## config.mk

```make
export PLATFORM = sky130hd
export DESIGN_NAME = serial_line_editor
export DESIGN_NICKNAME = d
export VERILOG_FILES = /design/src/rtl/sle_pkg.sv /design/src/rtl/sle_csr.sv /design/src/rtl/sle_line_store.sv /design/src/rtl/sle_editor.sv /design/src/rtl/sle_result_buf.sv /design/src/rtl/serial_line_editor.sv
export VERILOG_INCLUDE_DIRS = /design/src /design/src/rtl
export SDC_FILE = /design/constraint.sdc
export NUM_CORES = 2
export LEC_CHECK = 0
export BUFFER_PORTS_ARGS = -buffer_cell sky130_fd_sc_hd__buf_2
export CAP_MARGIN = 20
export CORE_ASPECT_RATIO = 2
export CORE_MARGIN = 4
export CORE_UTILIZATION = 50
export CTS_CLUSTER_SIZE = 10
export DETAILED_ROUTE_END_ITERATION = 6
export GPL_TIMING_DRIVEN = 1
export PLACE_DENSITY = 0.65
export SLEW_MARGIN = 20
export SYNTH_ARGS = -nofsm -noshare
export SYNTH_HDL_FRONTEND = slang
export SYNTH_HIERARCHICAL = 1
export SYNTH_SLANG_ARGS = --single-unit
```

## constraint.sdc

```tcl
create_clock -name clock -period 10.2 [get_ports clock]
set_input_delay 1.53 -clock clock [delete_from_list [all_inputs] [get_ports clock]]
set_output_delay 1.53 -clock clock [all_outputs]
set_load 0.03 [all_outputs]
```

## src/rtl/serial_line_editor_macros.svh

```systemverilog
// Assertion helpers used by the line editor result buffer.
// Each expects ports named clock and reset in the module that uses it.
`ifndef SERIAL_LINE_EDITOR_MACROS_SVH
`define SERIAL_LINE_EDITOR_MACROS_SVH

// Same-cycle implication.
`define SLE_ASSERT_NOW(label, ante, cons, msg) \
   label: assert property (@(posedge clock) disable iff (reset) (ante) |-> (cons)) \
      else $error(msg);

// Next-cycle implication.
`define SLE_ASSERT_NEXT(label, ante, cons, msg) \
   label: assert property (@(posedge clock) disable iff (reset) (ante) |=> (cons)) \
      else $error(msg);

`endif

```

## src/rtl/sle_pkg.sv

```systemverilog
`default_nettype none

package sle_pkg;

   localparam int LINE_CHARS_DEFAULT = 200;

   // Most results one request can cause.
   localparam int RES_SLOTS = 3;

   localparam logic [1:0] FUNC_BYTE = 2'd0;
   localparam logic [1:0] FUNC_TICK = 2'd1;
   localparam logic [1:0] FUNC_READ = 2'd2;

   localparam logic [1:0] KIND_ECHO    = 2'd0;
   localparam logic [1:0] KIND_DONE    = 2'd1;
   localparam logic [1:0] KIND_ABANDON = 2'd2;
   localparam logic [1:0] KIND_READ    = 2'd3;

   localparam logic [1:0] CSR_IDLE_TIMEOUT = 2'd0;
   localparam logic [1:0] CSR_CR_LF_WAIT   = 2'd1;

   localparam logic [15:0] IDLE_TIMEOUT_RESET = 16'd20000;
   localparam logic [9:0]  CR_LF_WAIT_RESET   = 10'd50;

   localparam logic [7:0] CH_NUL = 8'h00;
   localparam logic [7:0] CH_BS  = 8'h08;
   localparam logic [7:0] CH_LF  = 8'h0A;
   localparam logic [7:0] CH_CR  = 8'h0D;
   localparam logic [7:0] CH_SP  = 8'h20;
   localparam logic [7:0] CH_DEL = 8'h7F;

   typedef struct packed {
      logic [1:0] func;
      logic [7:0] rx_byte;
      logic [7:0] read_index;
   } req_item_type;

   typedef struct packed {
      logic [1:0] kind;
      logic [7:0] out_byte;
      logic [7:0] line_length;
      logic       last;
   } rsp_item_type;

   typedef struct packed {
      logic [15:0] idle_timeout;
      logic [9:0]  cr_lf_wait;
   } cfg_type;

   typedef struct packed {
      logic [1:0] kind;
      logic [7:0] out_byte;
      logic [7:0] line_length;
   } res_entry_type;

   // Results of one request; entry[0] goes out first.
   typedef struct packed {
      logic [1:0]                      count;
      logic                            from_store;
      res_entry_type [RES_SLOTS-1:0]   entry;
   } res_bundle_type;

   function automatic res_entry_type mk_entry(input logic [1:0] kind,
                                              input logic [7:0] b,
                                              input logic [7:0] len);
      res_entry_type e;
      e.kind        = kind;
      e.out_byte    = b;
      e.line_length = len;
      return e;
   endfunction

endpackage

`default_nettype wire

```

## src/rtl/sle_csr.sv

```systemverilog
`default_nettype none

module sle_csr (
   input  wire logic            clock,
   input  wire logic            reset,
   input  wire logic            csr_valid,
   output logic                 csr_ready,
   input  wire logic [1:0]      csr_index,
   input  wire logic [15:0]     csr_wdata,
   output sle_pkg::cfg_type     cfg
);

   sle_pkg::cfg_type cfg_ff;

   assign csr_ready = 1'b1;
   assign cfg       = cfg_ff;

   always_ff @(posedge clock) begin
      if (reset) begin
         cfg_ff.idle_timeout <= sle_pkg::IDLE_TIMEOUT_RESET;
         cfg_ff.cr_lf_wait   <= sle_pkg::CR_LF_WAIT_RESET;
      end else if (csr_valid && csr_ready) begin
         unique case (csr_index)
            sle_pkg::CSR_IDLE_TIMEOUT: cfg_ff.idle_timeout <= csr_wdata;
            sle_pkg::CSR_CR_LF_WAIT:   cfg_ff.cr_lf_wait   <= csr_wdata[9:0];
            default: ;
         endcase
      end
   end

endmodule

`default_nettype wire

```

## src/rtl/sle_line_store.sv

```systemverilog
`default_nettype none

module sle_line_store #(
   parameter int LINE_CHARS = sle_pkg::LINE_CHARS_DEFAULT,
   localparam int AW = $clog2(LINE_CHARS)
) (
   input  wire logic          clock,
   input  wire logic          wr_en,
   input  wire logic [AW-1:0] wr_addr,
   input  wire logic [7:0]    wr_data,
   input  wire logic          rd_en,
   input  wire logic [AW-1:0] rd_addr,
   output logic [7:0]         rd_data
);

   logic [7:0] store_mem [LINE_CHARS];
   logic [7:0] rd_data_ff;

   assign rd_data = rd_data_ff;

   always_ff @(posedge clock) begin
      if (wr_en) begin
         store_mem[wr_addr] <= wr_data;
      end
   end

   // Hold read data until the next read so a stalled result stays put.
   always_ff @(posedge clock) begin
      if (rd_en) begin
         rd_data_ff <= store_mem[rd_addr];
      end
   end

endmodule

`default_nettype wire

```

## src/rtl/sle_editor.sv

```systemverilog
`default_nettype none

module sle_editor #(
   parameter int LINE_CHARS = sle_pkg::LINE_CHARS_DEFAULT,
   localparam int AW = $clog2(LINE_CHARS)
) (
   input  wire logic                  clock,
   input  wire logic                  reset,
   input  wire logic                  req_valid,
   output logic                       req_stall,
   input  wire sle_pkg::req_item_type req_item,
   input  wire sle_pkg::cfg_type      cfg,
   input  wire logic                  buf_free,
   output logic                       load_valid,
   output sle_pkg::res_bundle_type    bundle,
   output logic                       store_we,
   output logic [AW-1:0]              store_waddr,
   output logic [7:0]                 store_wdata,
   output logic                       store_re,
   output logic [AW-1:0]              store_raddr
);

   localparam int CW = $clog2(LINE_CHARS + 1);
   localparam logic [CW-1:0] LINE_MAX = CW'(LINE_CHARS);

   sle_pkg::req_item_type in_ff;
   logic                  in_valid_ff, in_valid_in;

   logic [CW-1:0] count_ff, count_in;
   logic          cr_ff, cr_in;
   logic [9:0]    lfw_ff, lfw_in;
   logic [15:0]   idle_ff, idle_in;
   logic          active_ff, active_in;

   logic          advance;
   logic          accept;
   logic          pre;
   logic [CW-1:0] base;
   logic [1:0]    main_n;
   logic          in_range;
   logic [7:0]    c;
   sle_pkg::res_entry_type m0, m1, m2;
   sle_pkg::res_bundle_type bundle_in;

   assign c         = in_ff.rx_byte;
   assign advance   = in_valid_ff && buf_free;
   assign req_stall = in_valid_ff && !advance;
   assign accept    = req_valid && !req_stall;
   assign in_range  = in_ff.read_index < 8'(LINE_CHARS);

   assign store_wdata = c;
   assign store_waddr = base[AW-1:0];
   assign store_raddr = in_ff.read_index[AW-1:0];
   assign store_re    = advance && (in_ff.func == sle_pkg::FUNC_READ) && in_range;
   assign bundle      = bundle_in;
   assign load_valid  = advance && (bundle_in.count != 2'd0);

   always_comb begin
      in_valid_in = in_valid_ff;
      if (accept) begin
         in_valid_in = 1'b1;
      end else if (advance) begin
         in_valid_in = 1'b0;
      end
   end

   always_comb begin
      count_in  = count_ff;
      cr_in     = cr_ff;
      lfw_in    = lfw_ff;
      idle_in   = idle_ff;
      active_in = active_ff;
      bundle_in = '0;
      store_we  = 1'b0;
      pre       = 1'b0;
      base      = count_ff;
      main_n    = 2'd0;
      m0        = '0;
      m1        = '0;
      m2        = '0;
      unique case (in_ff.func)
         sle_pkg::FUNC_BYTE: begin
            if (cr_ff && c == sle_pkg::CH_LF) begin
               // LF closes a CR: echo it, then the line end echoes another
               bundle_in.count    = 2'd3;
               bundle_in.entry[0] = sle_pkg::mk_entry(sle_pkg::KIND_ECHO, sle_pkg::CH_LF, 8'd0);
               bundle_in.entry[1] = sle_pkg::mk_entry(sle_pkg::KIND_ECHO, sle_pkg::CH_LF, 8'd0);
               bundle_in.entry[2] = sle_pkg::mk_entry(sle_pkg::KIND_DONE, 8'd0, 8'(count_ff));
               count_in  = '0;
               cr_in     = 1'b0;
               lfw_in    = '0;
               active_in = 1'b0;
            end else begin
               if (cr_ff) begin
                  // end the pending line, then treat the byte as fresh
                  pre       = 1'b1;
                  base      = '0;
                  count_in  = '0;
                  cr_in     = 1'b0;
                  lfw_in    = '0;
                  active_in = 1'b0;
               end
               if (c != sle_pkg::CH_NUL) begin
                  active_in = 1'b1;
                  idle_in   = cfg.idle_timeout;
                  if (c == sle_pkg::CH_CR) begin
                     main_n = 2'd1;
                     m0     = sle_pkg::mk_entry(sle_pkg::KIND_ECHO, sle_pkg::CH_CR, 8'd0);
                     cr_in  = 1'b1;
                     lfw_in = cfg.cr_lf_wait;
                  end else if (c == sle_pkg::CH_LF) begin
                     main_n    = 2'd3;
                     m0        = sle_pkg::mk_entry(sle_pkg::KIND_ECHO, sle_pkg::CH_LF, 8'd0);
                     m1        = sle_pkg::mk_entry(sle_pkg::KIND_ECHO, sle_pkg::CH_LF, 8'd0);
                     m2        = sle_pkg::mk_entry(sle_pkg::KIND_DONE, 8'd0, 8'(base));
                     count_in  = '0;
                     cr_in     = 1'b0;
                     lfw_in    = '0;
                     active_in = 1'b0;
                  end else if (c == sle_pkg::CH_BS || c == sle_pkg::CH_DEL) begin
                     if (base != '0) begin
                        main_n   = 2'd3;
                        m0       = sle_pkg::mk_entry(sle_pkg::KIND_ECHO, sle_pkg::CH_BS, 8'd0);
                        m1       = sle_pkg::mk_entry(sle_pkg::KIND_ECHO, sle_pkg::CH_SP, 8'd0);
                        m2       = sle_pkg::mk_entry(sle_pkg::KIND_ECHO, sle_pkg::CH_BS, 8'd0);
                        count_in = base - CW'(1);
                     end
                  end else if (c >= sle_pkg::CH_SP && c < sle_pkg::CH_DEL && base < LINE_MAX) begin
                     main_n   = 2'd1;
                     m0       = sle_pkg::mk_entry(sle_pkg::KIND_ECHO, c, 8'd0);
                     store_we = advance;
                     count_in = base + CW'(1);
                  end
               end
               if (pre) begin
                  // after a line end only a single echo can follow
                  bundle_in.count    = 2'd2 + main_n;
                  bundle_in.entry[0] = sle_pkg::mk_entry(sle_pkg::KIND_ECHO, sle_pkg::CH_LF, 8'd0);
                  bundle_in.entry[1] = sle_pkg::mk_entry(sle_pkg::KIND_DONE, 8'd0, 8'(count_ff));
                  bundle_in.entry[2] = m0;
               end else begin
                  bundle_in.count    = main_n;
                  bundle_in.entry[0] = m0;
                  bundle_in.entry[1] = m1;
                  bundle_in.entry[2] = m2;
               end
            end
         end
         sle_pkg::FUNC_TICK: begin
            if (active_ff) begin
               if (idle_ff <= 16'd1) begin
                  // idle timeout wins over the CR wait
                  idle_in            = '0;
                  bundle_in.count    = 2'd3;
                  bundle_in.entry[0] = sle_pkg::mk_entry(sle_pkg::KIND_ECHO, sle_pkg::CH_CR, 8'd0);
                  bundle_in.entry[1] = sle_pkg::mk_entry(sle_pkg::KIND_ECHO, sle_pkg::CH_LF, 8'd0);
                  bundle_in.entry[2] = sle_pkg::mk_entry(sle_pkg::KIND_ABANDON, 8'd0, 8'd0);
                  count_in  = '0;
                  cr_in     = 1'b0;
                  lfw_in    = '0;
                  active_in = 1'b0;
               end else begin
                  idle_in = idle_ff - 16'd1;
                  if (cr_ff) begin
                     if (lfw_ff <= 10'd1) begin
                        bundle_in.count    = 2'd2;
                        bundle_in.entry[0] = sle_pkg::mk_entry(sle_pkg::KIND_ECHO, sle_pkg::CH_LF,
                                                               8'd0);
                        bundle_in.entry[1] = sle_pkg::mk_entry(sle_pkg::KIND_DONE, 8'd0,
                                                               8'(count_ff));
                        count_in  = '0;
                        cr_in     = 1'b0;
                        lfw_in    = '0;
                        active_in = 1'b0;
                     end else begin
                        lfw_in = lfw_ff - 10'd1;
                     end
                  end
               end
            end
         end
         sle_pkg::FUNC_READ: begin
            bundle_in.count      = 2'd1;
            bundle_in.from_store = in_range;
            bundle_in.entry[0]   = sle_pkg::mk_entry(sle_pkg::KIND_READ, 8'd0, 8'd0);
         end
         default: ;
      endcase
   end

   always_ff @(posedge clock) begin
      if (accept) begin
         in_ff <= req_item;
      end
   end

   always_ff @(posedge clock) begin
      if (reset) begin
         in_valid_ff <= 1'b0;
         count_ff    <= '0;
         cr_ff       <= 1'b0;
         lfw_ff      <= '0;
         idle_ff     <= '0;
         active_ff   <= 1'b0;
      end else begin
         in_valid_ff <= in_valid_in;
         if (advance) begin
            count_ff  <= count_in;
            cr_ff     <= cr_in;
            lfw_ff    <= lfw_in;
            idle_ff   <= idle_in;
            active_ff <= active_in;
         end
      end
   end

endmodule

`default_nettype wire

```

## src/rtl/sle_result_buf.sv

```systemverilog
`default_nettype none

`include "serial_line_editor_macros.svh"

module sle_result_buf (
   input  wire logic                    clock,
   input  wire logic                    reset,
   input  wire logic                    load_valid,
   input  wire sle_pkg::res_bundle_type bundle,
   input  wire logic [7:0]              store_data,
   output logic                         free,
   output logic                         rsp_valid,
   input  wire logic                    rsp_stall,
   output sle_pkg::rsp_item_type        rsp_item
);

   sle_pkg::res_entry_type [sle_pkg::RES_SLOTS-1:0] slot_ff, slot_in;
   logic [1:0] count_ff, count_in;
   logic       rd_flag_ff, rd_flag_in;
   logic       consume;

   assign rsp_valid = count_ff != 2'd0;
   assign consume   = rsp_valid && !rsp_stall;
   assign free      = (count_ff == 2'd0) || (count_ff == 2'd1 && consume);

   assign rsp_item.kind        = slot_ff[0].kind;
   assign rsp_item.out_byte    = rd_flag_ff ? store_data : slot_ff[0].out_byte;
   assign rsp_item.line_length = slot_ff[0].line_length;
   assign rsp_item.last        = count_ff == 2'd1;

   always_comb begin
      slot_in    = slot_ff;
      count_in   = count_ff;
      rd_flag_in = rd_flag_ff;
      if (load_valid) begin
         slot_in    = bundle.entry;
         count_in   = bundle.count;
         rd_flag_in = bundle.from_store;
      end else if (consume) begin
         // advance the queue by one slot
         slot_in[0] = slot_ff[1];
         slot_in[1] = slot_ff[2];
         count_in   = count_ff - 2'd1;
         rd_flag_in = 1'b0;
      end
   end

   always_ff @(posedge clock) begin
      slot_ff <= slot_in;
   end

   always_ff @(posedge clock) begin
      if (reset) begin
         count_ff   <= '0;
         rd_flag_ff <= 1'b0;
      end else begin
         count_ff   <= count_in;
         rd_flag_ff <= rd_flag_in;
      end
   end

   `SLE_ASSERT_NOW(a_load_when_free, load_valid, free, "load over pending results")
   `SLE_ASSERT_NOW(a_store_alone, rd_flag_ff, count_ff == 2'd1, "read result not alone")
   `SLE_ASSERT_NOW(a_abandon_last, rsp_valid && slot_ff[0].kind == sle_pkg::KIND_ABANDON, count_ff == 2'd1, "abandon not last")
   `SLE_ASSERT_NEXT(a_drain_one, consume && !load_valid, count_ff == $past(count_ff) - 2'd1, "drain miscount")

endmodule

`default_nettype wire

```

## src/rtl/serial_line_editor.sv

```systemverilog
// Console line editor. One request enters per cycle on req_* unless req_stall is high: a
// received byte, a time tick or a read of the line store. Each request causes zero to three
// results, which leave on rsp_* one per cycle unless rsp_stall is high, so a request with
// several results (erase, a line end, a timeout) holds the input until its last result leaves;
// a single input register lets the next request in while a result still waits. The line store
// is a LINE_CHARS-entry memory with one write and one registered read port; entries are not
// cleared by reset and need no clearing pass. csr_ready is always high.
`default_nettype none

module serial_line_editor #(
   parameter int LINE_CHARS = sle_pkg::LINE_CHARS_DEFAULT
) (
   input  wire logic                  clock,
   input  wire logic                  reset,
   input  wire logic                  req_valid,
   output logic                       req_stall,
   input  wire sle_pkg::req_item_type req_item,
   output logic                       rsp_valid,
   input  wire logic                  rsp_stall,
   output sle_pkg::rsp_item_type      rsp_item,
   input  wire logic                  csr_valid,
   output logic                       csr_ready,
   input  wire logic [1:0]            csr_index,
   input  wire logic [15:0]           csr_wdata
);

   localparam int AW = $clog2(LINE_CHARS);

   sle_pkg::cfg_type        cfg;
   sle_pkg::res_bundle_type bundle;
   logic                    buf_free;
   logic                    load_valid;
   logic                    store_we;
   logic [AW-1:0]           store_waddr;
   logic [7:0]              store_wdata;
   logic                    store_re;
   logic [AW-1:0]           store_raddr;
   logic [7:0]              store_rdata;

   sle_csr u_csr (
      .clock     (clock),
      .reset     (reset),
      .csr_valid (csr_valid),
      .csr_ready (csr_ready),
      .csr_index (csr_index),
      .csr_wdata (csr_wdata),
      .cfg       (cfg)
   );

   sle_editor #(
      .LINE_CHARS (LINE_CHARS)
   ) u_editor (
      .clock       (clock),
      .reset       (reset),
      .req_valid   (req_valid),
      .req_stall   (req_stall),
      .req_item    (req_item),
      .cfg         (cfg),
      .buf_free    (buf_free),
      .load_valid  (load_valid),
      .bundle      (bundle),
      .store_we    (store_we),
      .store_waddr (store_waddr),
      .store_wdata (store_wdata),
      .store_re    (store_re),
      .store_raddr (store_raddr)
   );

   sle_line_store #(
      .LINE_CHARS (LINE_CHARS)
   ) u_store (
      .clock   (clock),
      .wr_en   (store_we),
      .wr_addr (store_waddr),
      .wr_data (store_wdata),
      .rd_en   (store_re),
      .rd_addr (store_raddr),
      .rd_data (store_rdata)
   );

   sle_result_buf u_result (
      .clock      (clock),
      .reset      (reset),
      .load_valid (load_valid),
      .bundle     (bundle),
      .store_data (store_rdata),
      .free       (buf_free),
      .rsp_valid  (rsp_valid),
      .rsp_stall  (rsp_stall),
      .rsp_item   (rsp_item)
   );

endmodule

`default_nettype wire

```

==> key figures <==
Clock tree
  • PostCTS Resize Cnt: 0
  • Post CTS Setup Buffer Count: 0
  • Clock Tree Buf Depth: 4
  • CTS Hold Bufs: 0
  • Clk sinks: 1746
  • TritonCTS clock tree: built
  • Clk_lat worst skew: 830 ps
  • H-tree levels: 4
  • Worst-path clk slew: 60 ps
  • CTS buffer count: 200
  • Root buf cell: clkbuf_16

Cells and area
  • Layout cells sized above 1: 0.213
  • Register area: 0.0518 mm2
  • Multi-input gate area: 0.0169 mm2
  • Final instance area: 0.0774 mm2
  • Fillers: 10.6k
  • Layout Nets: 3893
  • Area Growth Syn to Fin: 10.1%

Synth
  • Most frequent cell after synthesis: edfxtp_1
  • Mapped Avg Cell Area: 18.8 um2
  • Post-Syn Area: 0.0703 mm2
  • Area contributors post-synth: edfxtp_1 72%, mux4_2 11%, mux2i_1 2.1%
  • Top-area cell type share of the netlist area: 0.717
  • Biggest area consumer among synthesized cells: edfxtp_1
  • Asr flop ratio synth: 0
  • Seq/Total Area, Yosys: 0.736
  • Number of synthesized flops with an enable pin: 1680
  • Synth Register Bits: 1746
  • Synth unique cells: 94
  • Syn. warnings: 6
  • Commonest cells post-synth: 1680 x edfxtp_1, 342 x mux4_2, 284 x nor2_1
  • Mapped Cells: 3750
  • Synth Flop Type: edfxtp_1

STA
  • Fin crit share: 0.533
  • Clock Skew: 49.6 ps
  • Slew Viols, Final: 0
  • Fin crit period: 5440 ps
  • Worst-Margin Slew: 1280 ps
  • Rel. slew slack: 0.142
  • Setup TNS Final: 0 ps
  • Hold Fails Final Rpt: 0
  • FMAX: 184 MHz
  • Setup violators final: 0
  • Unrepaired setup endpoints after global routing: no

Setup path
  • Critical path's top delay family: simple AND/OR/NAND/NOR gates
  • Register-to-Register Path Depth: 10
  • CP Max Fanout: 69
  • Worst path cell trace: buf_4 -> or4_1 -> nor3_4 -> nor3_1 -> nor2_1 -> nand2_1 -> nor2_1 -> nand2_1 -> buf_4 -> nor2_1
  • Slowest cell on crit path: or4_1
  • CP endpoint kind: flop
  • Critical Path Most Common Cell: nor2_1
  • Max stage delay on crit path: 860 ps
  • Reg2reg start: u_editor/store_wdata[6]
  • WP buf/inv: 2
  • Setup crit start: u_editor/store_wdata[6]
  • Critical path depth: 10
  • Startpoint Class: flop
  • Kind of critical path: flop to flop
  • Worst path arrival time: 5860 ps
  • WP data required: 10620 ps

Detailed routing
  • WL met1: 62000 um
  • Vias per std cell: 6.35
  • Met3 WL: 10300 um
  • DR WL/cell: 33.1 um
  • DR top layer: met4
  • ANT nets after route: 0
  • Total detailed-routing wirelength: 190000 um
  • Detailed-router iteration count before antenna repair: 7
  • Met2 routed WL: 102000 um
  • Post-route DRC violation count: 9
  • Via count: 36.5k
  • DR iter-0 viols: 3387

Floorplan
  • Die area: 0.147 mm2
  • Die W: 273 um
  • Area of the core: 0.140 mm2
  • DIE HEIGHT: 538 um
  • Starting Density: 0.503
  • FP Rows: 194
  • Io pins: 63

Global routing
  • Initial antenna violation count: 2
  • GRT Total Usage: 0.257
  • Gr ovfl total: 0
  • First-pass GRT wire length: 270000 um
  • Number of global-route vias before repair: 37.8k
  • Pin count of the biggest net entering global routing: 161

Status
  • Failing checks: design-rule violations
  • Outcome: finished with violations

Worst hold path
  • Hold path depth: 2
  • Hold_sp: u_csr/cfg[25]
  • Worst Hold Class: flop to flop

Pwr
  • P per Cell Area: 197 mW/mm2
  • VDD IR max: 131 uV
  • Leak: 24.2 nW

Placed design
  • RD Place Congestion: 0.950
  • Port Buffers: 61
  • Detailed-placement wirelength estimate: 121000 um
  • Placed cell area: 0.0721 mm2

Flow run
  • # Max-Cap Violations: 0
-- routing by layer --
| metal | vias up | track usage |
|---|---|---|
| met5 | - | 0 |
| met4 | 0 | 0.178 |
| met3 | 521 | 0.0342 |
| met2 | 1633 | 0.461 |
| met1 | 19000 | 0.278 |
| li1 | 15300 | - |
-- worst reg2reg max path, delay by kind of cell (launching register included) --
family / cells / cell delay (ps)
DFF: 1 / 360
and+or+nand+nor: 8 / 3880
buffers and inverters: 2 / 800
-- flip-flops by register name, indices dropped and copies added, names as in the netlist, 10 cells and up --
name / count
u_store/store_mem: 1600
u_result/slot_ff: 44
u_csr/cfg: 26
u_editor/idle_ff: 16
u_editor/lfw_ff: 10
u_result/rsp_item: 10
-- cell type report --
type / count / share of cell area
Timing Repair Buffer: 146 / 0.0138
Clock inverter: 4 / 0.000743
Inverter: 24 / 0.00116
Antenna cell: 3 / 0.0000970
Sequential cell: 1746 / 0.669
Clock buffer: 234 / 0.0675
Tap cell: 1862 / 0.0301
Multi-Input combinational cell: 1726 / 0.218
-- report_power, final --
part	total, mW	internal [mW]	switching (mW)	leakage [nW]
Sequential	8.00	7.97	0.0269	15.6
Clock	6.11	3.54	2.57	2.58
Combinational	1.17	0.384	0.790	6.02
Total	15.3	11.9	3.38	24.2
-- cell families (layout without fill, tap and decap cells) --
kind of cell    count (synthesis)  after routing  share of synthesized area
simple gates                  696            696                     0.0478
other cells                     2             20                   0.000107
fa+ha+maj                       8              8                    0.00142
flops                        1746           1746                      0.736
xor+xnor                        3              3                   0.000374
mux                           568            568                      0.143
compound gates                434            434                     0.0453
buf+inv                       293            408                     0.0257
-- metrics by stage --
step	setup slack, ps	hold slack (ps)	cells	utilization	power, mW
floorplan	5920	448	3765	-	8.91
global placement	5010	464	5502	0.516	9.31
detailed placement	4850	461	5504	0.516	9.32
CTS	4830	478	5742	0.554	15.4
global route	4470	492	5743	0.554	15.7
finish	4760	475	5745	0.554	15.3
-- path summary, 6_finish.rpt --
path,slack (ps),to
max,4760,u_store/store_mem[12][5]
min,470,u_csr/cfg[25]
max reg2reg,4760,u_store/store_mem[12][5]
min reg2reg,470,u_csr/cfg[25]
-- cell usage in the layout (no fill, tap or decap), types with 31 or more instances in the layout --
| master | n |
|---|---|
| edfxtp_1 | 1680 |
| mux4_2 | 342 |
| nor2_1 | 283 |
| clkbuf_16 | 204 |
| mux2i_1 | 149 |
| nand2_1 | 114 |
| mux2_2 | 76 |
| buf_4 | 75 |
| a22oi_1 | 68 |
| dfxtp_1 | 66 |
| buf_2 | 61 |
| a21oi_1 | 59 |
| nor3_1 | 54 |
| nand2b_1 | 49 |
| a221oi_1 | 44 |
| o21ai_0 | 39 |
| o22ai_1 | 33 |
| nor2b_1 | 31 |
Power figures use the tool's default switching activity.
